$ cat src/hdl/assert_macros.svh
// assertion macros shared by the list rtl
// clocked property checks, masked while reset is asserted (disable iff)
`ifndef ASSERT_MACROS_SVH
`define ASSERT_MACROS_SVH

// property must hold at every clock edge outside reset
`define CPL_ASSERT(lbl, clk, rst, prop) \
  lbl: assert property (@(posedge clk) disable iff (rst) (prop)) \
    else $error("list assertion failed");

// condition must never be seen at a clock edge outside reset
`define CPL_NEVER(lbl, clk, rst, cond) \
  lbl: assert property (@(posedge clk) disable iff (rst) !(cond)) \
    else $error("list forbidden condition seen");

`endif

$ cat src/hdl/cpl_pkg.sv
// shared constants and types of the cursor point list
// no dependencies
`default_nettype none

package cpl_pkg;

  localparam int CAPACITY = 16;
  localparam int IDX_W    = $clog2(CAPACITY);
  localparam int CNT_W    = 5;

  localparam logic [31:0] EMPTY_WORD = 32'hBF800000;

  localparam logic [3:0] MODE_APPEND  = 4'd0;
  localparam logic [3:0] MODE_REPLACE = 4'd1;
  localparam logic [3:0] MODE_REMOVE  = 4'd2;
  localparam logic [3:0] MODE_BEGIN   = 4'd3;
  localparam logic [3:0] MODE_END     = 4'd4;
  localparam logic [3:0] MODE_NEXT    = 4'd5;
  localparam logic [3:0] MODE_PRIOR   = 4'd6;
  localparam logic [3:0] MODE_CLEAR   = 4'd7;
  localparam logic [3:0] MODE_READ    = 4'd8;

  typedef struct packed {
    logic [31:0] x;
    logic [31:0] y;
    logic [31:0] z;
  } point_t;

  typedef struct packed {
    logic             we;
    logic [IDX_W-1:0] waddr;
    point_t           wdata;
    logic             re;
    logic [IDX_W-1:0] raddr;
  } mem_req_t;

endpackage

`default_nettype wire

$ cat src/hdl/cpl_if.sv
// command and response channel interfaces of the cursor point list
// depends on cpl_pkg
`default_nettype none

interface cpl_cmd_if import cpl_pkg::*; ();
  logic        valid;
  logic        ready;
  logic [3:0]  mode;
  logic [31:0] in_x;
  logic [31:0] in_y;
  logic [31:0] in_z;

  modport source (output valid, mode, in_x, in_y, in_z, input ready);
  modport sink (input valid, mode, in_x, in_y, in_z, output ready);
endinterface

interface cpl_rsp_if import cpl_pkg::*; ();
  logic                    valid;
  logic                    ready;
  logic                    done_ok;
  logic [31:0]             out_x;
  logic [31:0]             out_y;
  logic [31:0]             out_z;
  logic [CNT_W-1:0]        entry_count;
  logic signed [CNT_W-1:0] cursor_pos;
  logic                    is_empty;
  logic                    is_full;

  modport source (output valid, done_ok, out_x, out_y, out_z, entry_count,
                  cursor_pos, is_empty, is_full, input ready);
  modport sink (input valid, done_ok, out_x, out_y, out_z, entry_count,
                cursor_pos, is_empty, is_full, output ready);
endinterface

`default_nettype wire

$ cat src/hdl/cpl_point_mem.sv
// point storage: one write port, one read port, registered read data
// depends on cpl_pkg
`default_nettype none

module cpl_point_mem import cpl_pkg::*; (
  input  wire logic     clk,
  input  wire mem_req_t req,
  output point_t        rdata
);

  point_t mem [CAPACITY];

  always_ff @(posedge clk) begin
    if (req.we) begin
      mem[req.waddr] <= req.wdata;
    end
    if (req.re) begin
      rdata <= mem[req.raddr];
    end
  end

endmodule

`default_nettype wire

$ cat src/hdl/cpl_ctrl.sv
// list sequencer: command decode, remove shift loop, cursor read, response register
// depends on cpl_pkg, cpl_if, cpl_point_mem (through the top) and assert_macros.svh
`default_nettype none
`include "assert_macros.svh"

module cpl_ctrl import cpl_pkg::*; (
  input  wire logic             clk,
  input  wire logic             rst,
  input  wire logic [CNT_W-1:0] lim,
  cpl_cmd_if.sink               cmd,
  cpl_rsp_if.source             rsp,
  output mem_req_t              mreq,
  input  wire point_t           rdata
);

  typedef enum logic [2:0] {
    S_IDLE, S_EXEC, S_SHIFT_RD, S_SHIFT_WR, S_READ, S_WAIT
  } state_t;

  state_t           state;
  logic [3:0]       mode_q;
  point_t           pt_q;
  logic [CNT_W-1:0] count;
  logic [CNT_W-1:0] cursor;
  logic [IDX_W-1:0] sh;
  logic             ok;

  logic empty;
  logic in_list;
  logic out_free;
  logic shift_more;
  logic exec_ok;

  assign empty      = (count == '0);
  assign in_list    = !empty && !cursor[CNT_W-1] && (cursor < count);
  assign out_free   = !rsp.valid || rsp.ready;
  assign shift_more = ({1'b0, sh} < count);
  assign cmd.ready  = (state == S_IDLE);

  always_comb begin
    case (mode_q)
      MODE_APPEND:  exec_ok = (count < lim);
      MODE_REPLACE: exec_ok = in_list;
      MODE_REMOVE:  exec_ok = in_list;
      MODE_BEGIN:   exec_ok = !empty;
      MODE_END:     exec_ok = !empty;
      MODE_NEXT:    exec_ok = !empty && (cursor[CNT_W-1] || (cursor + CNT_W'(1) < count));
      MODE_PRIOR:   exec_ok = !empty && !cursor[CNT_W-1] && (cursor != '0);
      MODE_CLEAR:   exec_ok = 1'b1;
      MODE_READ:    exec_ok = !empty;
      default:      exec_ok = 1'b0;
    endcase
  end

  always_comb begin
    mreq = '0;
    case (state)
      S_EXEC: begin
        if (mode_q == MODE_APPEND && count < lim) begin
          mreq.we    = 1'b1;
          mreq.waddr = count[IDX_W-1:0];
          mreq.wdata = pt_q;
        end else if (mode_q == MODE_REPLACE && in_list) begin
          mreq.we    = 1'b1;
          mreq.waddr = cursor[IDX_W-1:0];
          mreq.wdata = pt_q;
        end
      end
      S_SHIFT_RD: begin
        mreq.re    = shift_more;
        mreq.raddr = sh + IDX_W'(1);
      end
      S_SHIFT_WR: begin
        mreq.we    = 1'b1;
        mreq.waddr = sh;
        mreq.wdata = rdata;
      end
      S_READ: begin
        mreq.re    = 1'b1;
        mreq.raddr = cursor[IDX_W-1:0];
      end
      default: ;
    endcase
  end

  always_ff @(posedge clk) begin
    if (rst) begin
      state     <= S_IDLE;
      count     <= '0;
      cursor    <= '1;
      ok        <= 1'b0;
      rsp.valid <= 1'b0;
    end else begin
      if (state == S_WAIT && out_free) begin
        rsp.valid <= 1'b1;
      end else if (rsp.ready) begin
        rsp.valid <= 1'b0;
      end
      case (state)
        S_IDLE: begin
          if (cmd.valid) begin
            mode_q <= cmd.mode;
            pt_q   <= '{x: cmd.in_x, y: cmd.in_y, z: cmd.in_z};
            state  <= S_EXEC;
          end
        end
        S_EXEC: begin
          ok    <= exec_ok;
          state <= (mode_q == MODE_REMOVE && exec_ok) ? S_SHIFT_RD : S_READ;
          case (mode_q)
            MODE_APPEND: begin
              if (exec_ok) begin
                count  <= count + CNT_W'(1);
                cursor <= count;
              end
            end
            MODE_REMOVE: begin
              if (exec_ok) begin
                count  <= count - CNT_W'(1);
                cursor <= (cursor == count - CNT_W'(1)) ? '0 : cursor;
                sh     <= cursor[IDX_W-1:0];
              end
            end
            MODE_BEGIN: begin
              if (exec_ok) begin
                cursor <= '0;
              end
            end
            MODE_END: begin
              if (exec_ok) begin
                cursor <= count - CNT_W'(1);
              end
            end
            MODE_NEXT: begin
              if (exec_ok) begin
                cursor <= cursor[CNT_W-1] ? '0 : cursor + CNT_W'(1);
              end
            end
            MODE_PRIOR: begin
              if (exec_ok) begin
                cursor <= cursor - CNT_W'(1);
              end
            end
            MODE_CLEAR: begin
              count  <= '0;
              cursor <= '1;
            end
            default: ;
          endcase
        end
        S_SHIFT_RD: begin
          state <= shift_more ? S_SHIFT_WR : S_READ;
        end
        S_SHIFT_WR: begin
          sh    <= sh + IDX_W'(1);
          state <= S_SHIFT_RD;
        end
        S_READ: begin
          state <= S_WAIT;
        end
        S_WAIT: begin
          if (out_free) begin
            rsp.done_ok     <= ok;
            rsp.out_x       <= in_list ? rdata.x : EMPTY_WORD;
            rsp.out_y       <= in_list ? rdata.y : EMPTY_WORD;
            rsp.out_z       <= in_list ? rdata.z : EMPTY_WORD;
            rsp.entry_count <= count;
            rsp.cursor_pos  <= cursor;
            rsp.is_empty    <= empty;
            rsp.is_full     <= (count >= lim);
            state           <= S_IDLE;
          end
        end
        default: state <= S_IDLE;
      endcase
    end
  end

  // a read never lands on the entry written in the same cycle
  `CPL_NEVER(a_no_rw_clash, clk, rst, mreq.we && mreq.re && mreq.waddr == mreq.raddr)
  `CPL_ASSERT(a_count_range, clk, rst, count <= CNT_W'(CAPACITY))
  // a nonempty list always has its cursor on a held entry
  `CPL_ASSERT(a_cursor_in_list, clk, rst, empty || in_list)
  `CPL_ASSERT(a_accept_exec, clk, rst, (cmd.valid && cmd.ready) |=> state == S_EXEC)
  `CPL_ASSERT(a_rsp_from_wait, clk, rst, $rose(rsp.valid) |-> $past(state) == S_WAIT)

endmodule

`default_nettype wire

$ cat src/hdl/cursor_point_list.sv
// cursor point list: fixed capacity list of xyz points with a cursor
//
// cmd channel carries one beat per operation: mode plus the x, y and z words
// of a new point (used by append and replace only). rsp channel returns one
// beat per command: ok flag, point at the cursor (0xBF800000 words when none),
// entry count, cursor position (-1 after reset or clear), empty and full flags.
// cfg_wr_en/cfg_wr_data write the capacity limit (reset 16, 0 acts as 1,
// values above the capacity act as the capacity); write only while idle.
// One command is worked on at a time: after accept it passes the execute,
// read and wait states before the response register is loaded. Remove runs
// a shift loop between execute and read that moves each entry behind the
// cursor down one place with one read and one write on the point memory.
// A stalled response waits in the output register: the next command is still
// accepted and runs until its own result is ready, then waits for the slot.
// Reset (rst, synchronous) empties the list, sets the cursor invalid and
// restores the limit; memory contents are not cleared and need no sweep.
// depends on cpl_pkg, cpl_if, cpl_point_mem, cpl_ctrl
`default_nettype none

module cursor_point_list import cpl_pkg::*; (
  input  wire logic             clk,
  input  wire logic             rst,
  input  wire logic             cfg_wr_en,
  input  wire logic [CNT_W-1:0] cfg_wr_data,
  cpl_cmd_if.sink               cmd,
  cpl_rsp_if.source             rsp
);

  logic [CNT_W-1:0] limit_reg;
  logic [CNT_W-1:0] lim;
  mem_req_t         mreq;
  point_t           rdata;

  always_ff @(posedge clk) begin
    if (rst) begin
      limit_reg <= CNT_W'(CAPACITY);
    end else if (cfg_wr_en) begin
      limit_reg <= cfg_wr_data;
    end
  end

  always_comb begin
    if (limit_reg == '0) begin
      lim = CNT_W'(1);
    end else if (limit_reg > CNT_W'(CAPACITY)) begin
      lim = CNT_W'(CAPACITY);
    end else begin
      lim = limit_reg;
    end
  end

  cpl_ctrl u_ctrl (
    .clk   (clk),
    .rst   (rst),
    .lim   (lim),
    .cmd   (cmd),
    .rsp   (rsp),
    .mreq  (mreq),
    .rdata (rdata)
  );

  cpl_point_mem u_mem (
    .clk   (clk),
    .req   (mreq),
    .rdata (rdata)
  );

endmodule

`default_nettype wire
$ cat src/flat_wrapper.sv
// flat-port wrapper written by rule: the top's interface ports become plain ports
module cursor_point_list_flat import cpl_pkg::*;
  (clk, rst, cfg_wr_en, cfg_wr_data, cmd_valid, cmd_mode, cmd_in_x, cmd_in_y, cmd_in_z, cmd_ready, rsp_valid, rsp_done_ok, rsp_out_x, rsp_out_y, rsp_out_z, rsp_entry_count, rsp_cursor_pos, rsp_is_empty, rsp_is_full, rsp_ready);
  cpl_cmd_if cmd_i ();
  cpl_rsp_if rsp_i ();
  input  wire logic clk;
  input  wire logic rst;
  input  wire logic cfg_wr_en;
  input  wire logic [CNT_W-1:0] cfg_wr_data;
  input wire logic [$bits(cmd_i.valid)-1:0] cmd_valid;
  input wire logic [$bits(cmd_i.mode)-1:0] cmd_mode;
  input wire logic [$bits(cmd_i.in_x)-1:0] cmd_in_x;
  input wire logic [$bits(cmd_i.in_y)-1:0] cmd_in_y;
  input wire logic [$bits(cmd_i.in_z)-1:0] cmd_in_z;
  output wire logic [$bits(cmd_i.ready)-1:0] cmd_ready;
  output wire logic [$bits(rsp_i.valid)-1:0] rsp_valid;
  output wire logic [$bits(rsp_i.done_ok)-1:0] rsp_done_ok;
  output wire logic [$bits(rsp_i.out_x)-1:0] rsp_out_x;
  output wire logic [$bits(rsp_i.out_y)-1:0] rsp_out_y;
  output wire logic [$bits(rsp_i.out_z)-1:0] rsp_out_z;
  output wire logic [$bits(rsp_i.entry_count)-1:0] rsp_entry_count;
  output wire logic [$bits(rsp_i.cursor_pos)-1:0] rsp_cursor_pos;
  output wire logic [$bits(rsp_i.is_empty)-1:0] rsp_is_empty;
  output wire logic [$bits(rsp_i.is_full)-1:0] rsp_is_full;
  input wire logic [$bits(rsp_i.ready)-1:0] rsp_ready;
  assign cmd_i.valid = cmd_valid;
  assign cmd_i.mode = cmd_mode;
  assign cmd_i.in_x = cmd_in_x;
  assign cmd_i.in_y = cmd_in_y;
  assign cmd_i.in_z = cmd_in_z;
  assign cmd_ready = cmd_i.ready;
  assign rsp_valid = rsp_i.valid;
  assign rsp_done_ok = rsp_i.done_ok;
  assign rsp_out_x = rsp_i.out_x;
  assign rsp_out_y = rsp_i.out_y;
  assign rsp_out_z = rsp_i.out_z;
  assign rsp_entry_count = rsp_i.entry_count;
  assign rsp_cursor_pos = rsp_i.cursor_pos;
  assign rsp_is_empty = rsp_i.is_empty;
  assign rsp_is_full = rsp_i.is_full;
  assign rsp_i.ready = rsp_ready;
  cursor_point_list u_core (.clk(clk), .rst(rst), .cfg_wr_en(cfg_wr_en), .cfg_wr_data(cfg_wr_data), .cmd(cmd_i), .rsp(rsp_i));
endmodule
$ cat config.mk
export PLATFORM = sky130hd
export DESIGN_NAME = cursor_point_list_flat
export DESIGN_NICKNAME = d
export VERILOG_FILES = /design/src/hdl/cpl_pkg.sv /design/src/hdl/cpl_if.sv /design/src/hdl/cpl_point_mem.sv /design/src/hdl/cpl_ctrl.sv /design/src/hdl/cursor_point_list.sv /design/src/flat_wrapper.sv
export VERILOG_INCLUDE_DIRS = /design/src /design/src/hdl
export SDC_FILE = /design/constraint.sdc
export NUM_CORES = 2
export LEC_CHECK = 0
export ABC_AREA = 0
export CAP_MARGIN = 40
export CORE_MARGIN = 2
export CORE_UTILIZATION = 57
export DETAILED_ROUTE_END_ITERATION = 7
export DONT_BUFFER_PORTS = 1
export PLACE_DENSITY = 0.74
export RECOVER_POWER = 50
export SYNTH_ARGS = -nofsm -noshare
export SYNTH_HDL_FRONTEND = slang
export SYNTH_SLANG_ARGS = --single-unit
export TNS_END_PERCENT = 50
$ cat constraint.sdc
create_clock -name clk -period 9.65 [get_ports clk]
set_clock_uncertainty 0.2 [all_clocks]
set_input_delay 0 -clock clk [delete_from_list [all_inputs] [get_ports clk]]
set_output_delay 0 -clock clk [all_outputs]
set_load 0.02 [all_outputs]
; Word-level counts from Yosys, hierarchy flattened
; Memories as Yosys holds them, arrays and structs flattened. A register that Yosys moved wholly into a read port is not among the register bits.
; Cells that the tools add are included.
[word_totals]
reg_bits = 233
latchBits = 0
ram_bits = 1536
rom_bits = 0
output_inout_bits = 111
memories = 1
[memory_table]
columns = name, depth, word_bits, read_ports, rd_ports_with_merged_regs, wr, line_no
row1 = u_core.u_mem.mem, 16, 96, 1, 1, 1, cpl_point_mem.sv:11  ; point_t mem [CAPACITY];
[classes]
n_addsub = 5
mul = 0
div_mod_pow = 0
n_lt_le_gt_ge = 6
n_eq_ne = 25
n_shift = 0
mux = 30
bitwise_logic = 1
reduce_logical = 30
[ops]
columns = operator, count
row1 = $mux 101, 2
row2 = $pmux 101 s2, 1
row3 = $mux 5, 11
row4 = $pmux 5 s7, 1
row5 = $ne 2x2->1 const B, 10
row6 = $pmux 3 s6, 1
row7 = $eq 4x3->1 const B, 4
row8 = $lt 5x5->1, 3
row9 = $pmux 5 s3, 1
row10 = $mux 3, 4
row11 = $add 5x1->5 const B, 2
row12 = $logic_not 5->1, 2
row13 = $pmux 5 s2, 1
row14 = $sub 5x1->5 const B, 2
row15 = $reduce_and 9->1, 1
row16 = $eq 4x2->1 const B, 2
row17 = $logic_and 1x1->1, 8
row18 = $mux 4, 2
row19 = $pmux 4 s2, 1
row20 = $reduce_and 4->1, 2
row21 = $reduce_bool 7->1, 1
row22 = $eq 3x2->1 const B, 2
row23 = $eq 3x3->1 const B, 2
row24 = $pmux 1 s6, 1
row25 = other kinds (22), 30

; Depth between registers and ports, before layout
[logic_depth]
depth_word = 10
depth_mapped = 12

; Modules after synthesis
; Synthesis repeated with hierarchy kept, for this count alone.
[unflattened]
cells_unflattened = 3222
hier_area_um2 = 70737.8
[by_module_without_submodules]
columns = module, instances, cells_each, area_each_um2
row1 = cpl_point_mem, 1, 2460, 60315.3
row2 = cpl_ctrl, 1, 739, 10209.8
row3 = cursor_point_list, 1, 23, 212.7

; Worst setup path after synthesis
; No wires, ideal clock.
[synth_timing]
kind = register -> register
from = register u_core.u_ctrl.count[3]
to = memory u_core.u_mem.mem[8][0] (netlist bit), enable pin
setup_time_ns = 0.688
arrival_ns = 9.434
required_time_ns = 8.762
setup_slack_ns = -0.673
path_stages_with_launch = 10
path_cell_list = dfxtp_1 -> buf_1 -> inv_1 -> ha_1 -> a21o_1 -> a2111oi_1 -> and4_1 -> and2_1 -> o211ai_1 -> nor3b_1
[synth_between]
elab_chain_cells = 10
elab_cells_between_ends = 13
cone_classes = order compare: 2 / mux: 5 / reduce/logical: 6
[synth_lines]
columns = item, line_no
row1 = "start, declared", cpl_ctrl.sv:23  ; logic [CNT_W-1:0] count;
row2 = "start signal, assigned", cpl_ctrl.sv:113  ; count <= count + CNT_W'(1);
row3 = "start signal, assigned", cpl_ctrl.sv:119  ; count <= count - CNT_W'(1);
row4 = "parallel branches: the longest is 6 deep, another holds $lt 5x5->1", --
row5 = $mux 101 *, cpl_ctrl.sv:59  ; if (mode_q == MODE_APPEND && count < lim) begin
row6 = $pmux 101 s2 *, cpl_ctrl.sv:57  ; case (state)
row7 = $mux 1, cpl_point_mem.sv:14  ; if (req.we) begin
row8 = $mux 1 (implied by the code), cpl_point_mem.sv:15  ; mem[req.waddr] <= req.wdata;
row9 = "end, declared", cpl_point_mem.sv:11
; Mark *: on every way between the ends.

==> impl_metrics.py <==
metrics = {
    "outcome": {
        "status": "finished, violations left",
        "violations": "max-capacitance violations, max-slew violations",
    },
    "floorplan": {
        "io_pins": 221,
        "die_h_um": 356,
        "fp.dieW_um": 356,
        "die-area_um2": 127000,
        "coreArea_um2": 123000,
        "rows": 129,
        "start_util_pct": 57.3,
    },
    "placed_design": {
        "port_buffers": 0,
        "place_hpwl_um": 84300,
        "place.gp.congestion": 0.896,
    },
    "synthesis": {
        "synth-async-reset-ratio_pct": 0,
        "synth_seq_cells": 1865,
        "ys_seq_area_share_pct": 78.8,
        "yosys_most_used_dff": "edfxtp_1",
        "syn_nets": 3302,
        "synth_edf_count": 1845,
        "synth_area_per_cell_um2": 22.4,
        "synth_top_area_share_pct": 78.2,
        "synth_area_leader_cell": "edfxtp_1",
        "synth_warnings": 0,
        "synth.distinct_cells": 70,
        "syn_inst": 3167,
        "synth_area_leaders": "edfxtp_1 (78%), mux4_2 (12%), a22o_1 (2.4%), a221o_1 (1.4%), and3_1 (0.69%)",
        "syn-cell-area_um2": 70800,
    },
    "worst_setup_path": {
        "worst-path-buf-inv": 3,
        "crit_family": "buffers and inverters",
        "slowest_stage": "clkbuf_1",
        "worst_ep_required_time_ps": 9860,
        "cpPeakStageDelay_ps": 2490,
        "path_max_fanout": 41,
        "arrival_ps": 7810,
        "worstSetupEndpointType": "register",
        "worstSetupPathType": "register to register",
        "path_cells": "inv_1 -> ha_1 -> a21o_1 -> a21o_1 -> a21oi_1 -> o21a_1 -> o21a_1 -> clkbuf_1 -> clkbuf_2",
        "start_kind": "register",
    },
    "global_routing": {
        "antenna_found_initial": 4,
        "grt_pass1_vias": 35900,
        "grtUsageTotal_pct": 26.7,
        "grt_pass1_wl_um": 244000,
        "grt_max_degree": 155,
        "gr-total-overflow": 0,
    },
    "job": {
        "maxCapViolCount": 18,
    },
    "routing": {
        "met2_length_um": 80900,
        "ant_nets": 0,
        "wl_met1_um": 65600,
        "wl_um": 168000,
        "routed.top_layer": "met4",
        "vias": 35400,
        "drcViolationCount": 0,
        "drt_first_pass_iters": 6,
        "wire_per_inst_um": 32.1,
        "avgViaCountPerCell": 6.76,
        "wl_met3_um": 16800,
        "drt_iter0_drc": 5099,
    },
    "timing": {
        "slew_viol_final": 587,
        "max_slew.worst_pin.slew_ps": 3900,
        "maxSlewHeadroom_pct": -160,
        "fin_crit_sh_pct": 78.8,
        "rsz0062_at_grt": "no",
        "max_clock_freq_mhz": 132,
        "period_needed_ps": 7600,
        "finalSetupTns_ps": 0,
        "hold_viol_final": 0,
        "final-setup-viol-count": 0,
    },
    "final_layout": {
        "largest_register": "u_core.u_mem.mem",
        "area_delta_synth_final_pct": 14.1,
        "drive_gt1_share_pct": 19.7,
        "postLayoutCoreUtil_pct": 65.4,
        "top_regs": "u_core.u_mem.mem: 1536 flops, u_core.u_ctrl.pt_q: 96 flops, u_core.u_mem.rdata: 96 flops",
        "fillers": 7645,
        "largest_reg_flops": 1536,
        "finalNetCount": 3590,
    },
    "cts": {
        "htreeDepth": 4,
        "clockBufferDepth": 3,
        "cts.root.buffer_cell": "clkbuf_16",
        "clk_latency_ps": 820,
        "cts_buffers": 176,
        "cts_resized": 0,
        "tritoncts": "done",
        "clkSinkCount": 1865,
        "path_clk_slew_ps": 70,
        "cts_setup_buffers": 0,
    },
    "worst_hold_path": {
        "hold_path_class": "input pin to register",
    },
    "pwr": {
        "p_per_area_nw_per_um2": 209,
        "leakage_nw": 26.2,
        "ir_drop_mv": 0.214,
    },
}
-- metal layers --
metal  vias to the layer above  global-route usage (%)
li1                      14200                       -
met1                     18600                    38.6
met2                      2285                    41.7
met3                       312                    5.35
met4                         0                    8.50
met5                         -                       0
-- through the flow --
stage	hold slack, ps	power (mW)	cells	worst slack [ps]	instance area (um^2)
final	130	16.9	5240	2050	80800
after global routing	114	17.4	5239	1840	80800
after CTS	61.9	17.0	5237	3860	81000
after detailed placement	-122	10.4	4692	3900	73300
after global placement	-126	10.3	4668	3580	72800
after floorplan	-101	10.1	3167	520	70800
-- report_power, final --
group	switching (mW)	leakage, nW	internal [mW]	total, mW
clock network	2.99	2.66	3.62	6.61
logic	0.661	5.54	0.619	1.28
registers	0.0801	18.0	8.95	9.03
total	3.73	26.2	13.2	16.9
-- cells in the mapped netlist, types with 20 or more instances --
library cell	count
nor2_1	52
or3_1	25
ha_1	25
and3_1	78
a221o_1	97
buf_2	48
dfxtp_1	20
mux4_2	384
a22o_1	192
clkbuf_1	108
edfxtp_1	1845
nand2_1	35
-- final cells by class --
class,count,area (um^2),share of cell area [%]
Antenna cell,1,2.50,0.00310
Clock buffer,210,4530,5.61
Clock inverter,115,962,1.19
Inverter,15,56.3,0.0697
Multi-Input combinational cell,1096,14200,17.6
Sequential cell,1865,55800,69.1
Tap cell,1637,2050,2.54
Timing Repair Buffer,301,3160,3.91
-- cells in the final DEF, fill, tap and decap left out, types with 32 or more instances in the layout --
cell type      instances
dlygate4sd3_1        220
clkbuf_16            176
edfxtp_1            1845
a22o_1               192
and3_1                78
a221o_1               97
mux4_2               384
clkbuf_1              58
nor2_1                40
clkinv_1              47
nand2_1               35
clkinv_2              32
-- repair_timing --
item	CTS	global route
hold endpoints to repair	289	0
hold buffers	220	0
setup endpoints to repair	0	0
-- worst register-to-register path: stages, from the launching register on --
cell and delay, ps:
dfxtp_1 550, inv_1 270, ha_1 360, a21o_1 160
a21o_1 170, a21oi_1 310, o21a_1 170, o21a_1 930
clkbuf_1 2490, clkbuf_2 1530
-- cell families (layout without fill, tap and decap cells) --
| kind of cell | after synthesis | in the layout | synth area share, % |
|---|---|---|---|
| compound gates | 402 | 402 | 4.89 |
| xor+xnor | 12 | 12 | 0.148 |
| fa+ha+maj | 25 | 25 | 0.442 |
| simple gates | 267 | 267 | 2.09 |
| other cells | 0 | 1 | 0 |
| buf+inv | 206 | 641 | 1.33 |
| mux | 390 | 390 | 12.3 |
| flops | 1865 | 1865 | 78.8 |
-- final timing paths --
path                                             from                                   to  slack [ps]  cells after the start
hold reg to reg         u_core.u_ctrl.ok$_SDFFE_PP0P_  u_core.u_ctrl.rsp.done_ok$_DFFE_PP_         300                      0
setup / recovery  u_core.u_ctrl.count[1]$_SDFFE_PP0P_     u_core.u_mem.rdata[55]$_DFFE_PP_        2050                      9
setup reg to reg  u_core.u_ctrl.count[1]$_SDFFE_PP0P_     u_core.u_mem.rdata[55]$_DFFE_PP_        2050                      9
hold / removal                           cmd_in_y[28]     u_core.u_ctrl.pt_q[60]$_DFFE_PP_         130                      2
No activity file was read; power rests on OpenSTA's default activity.
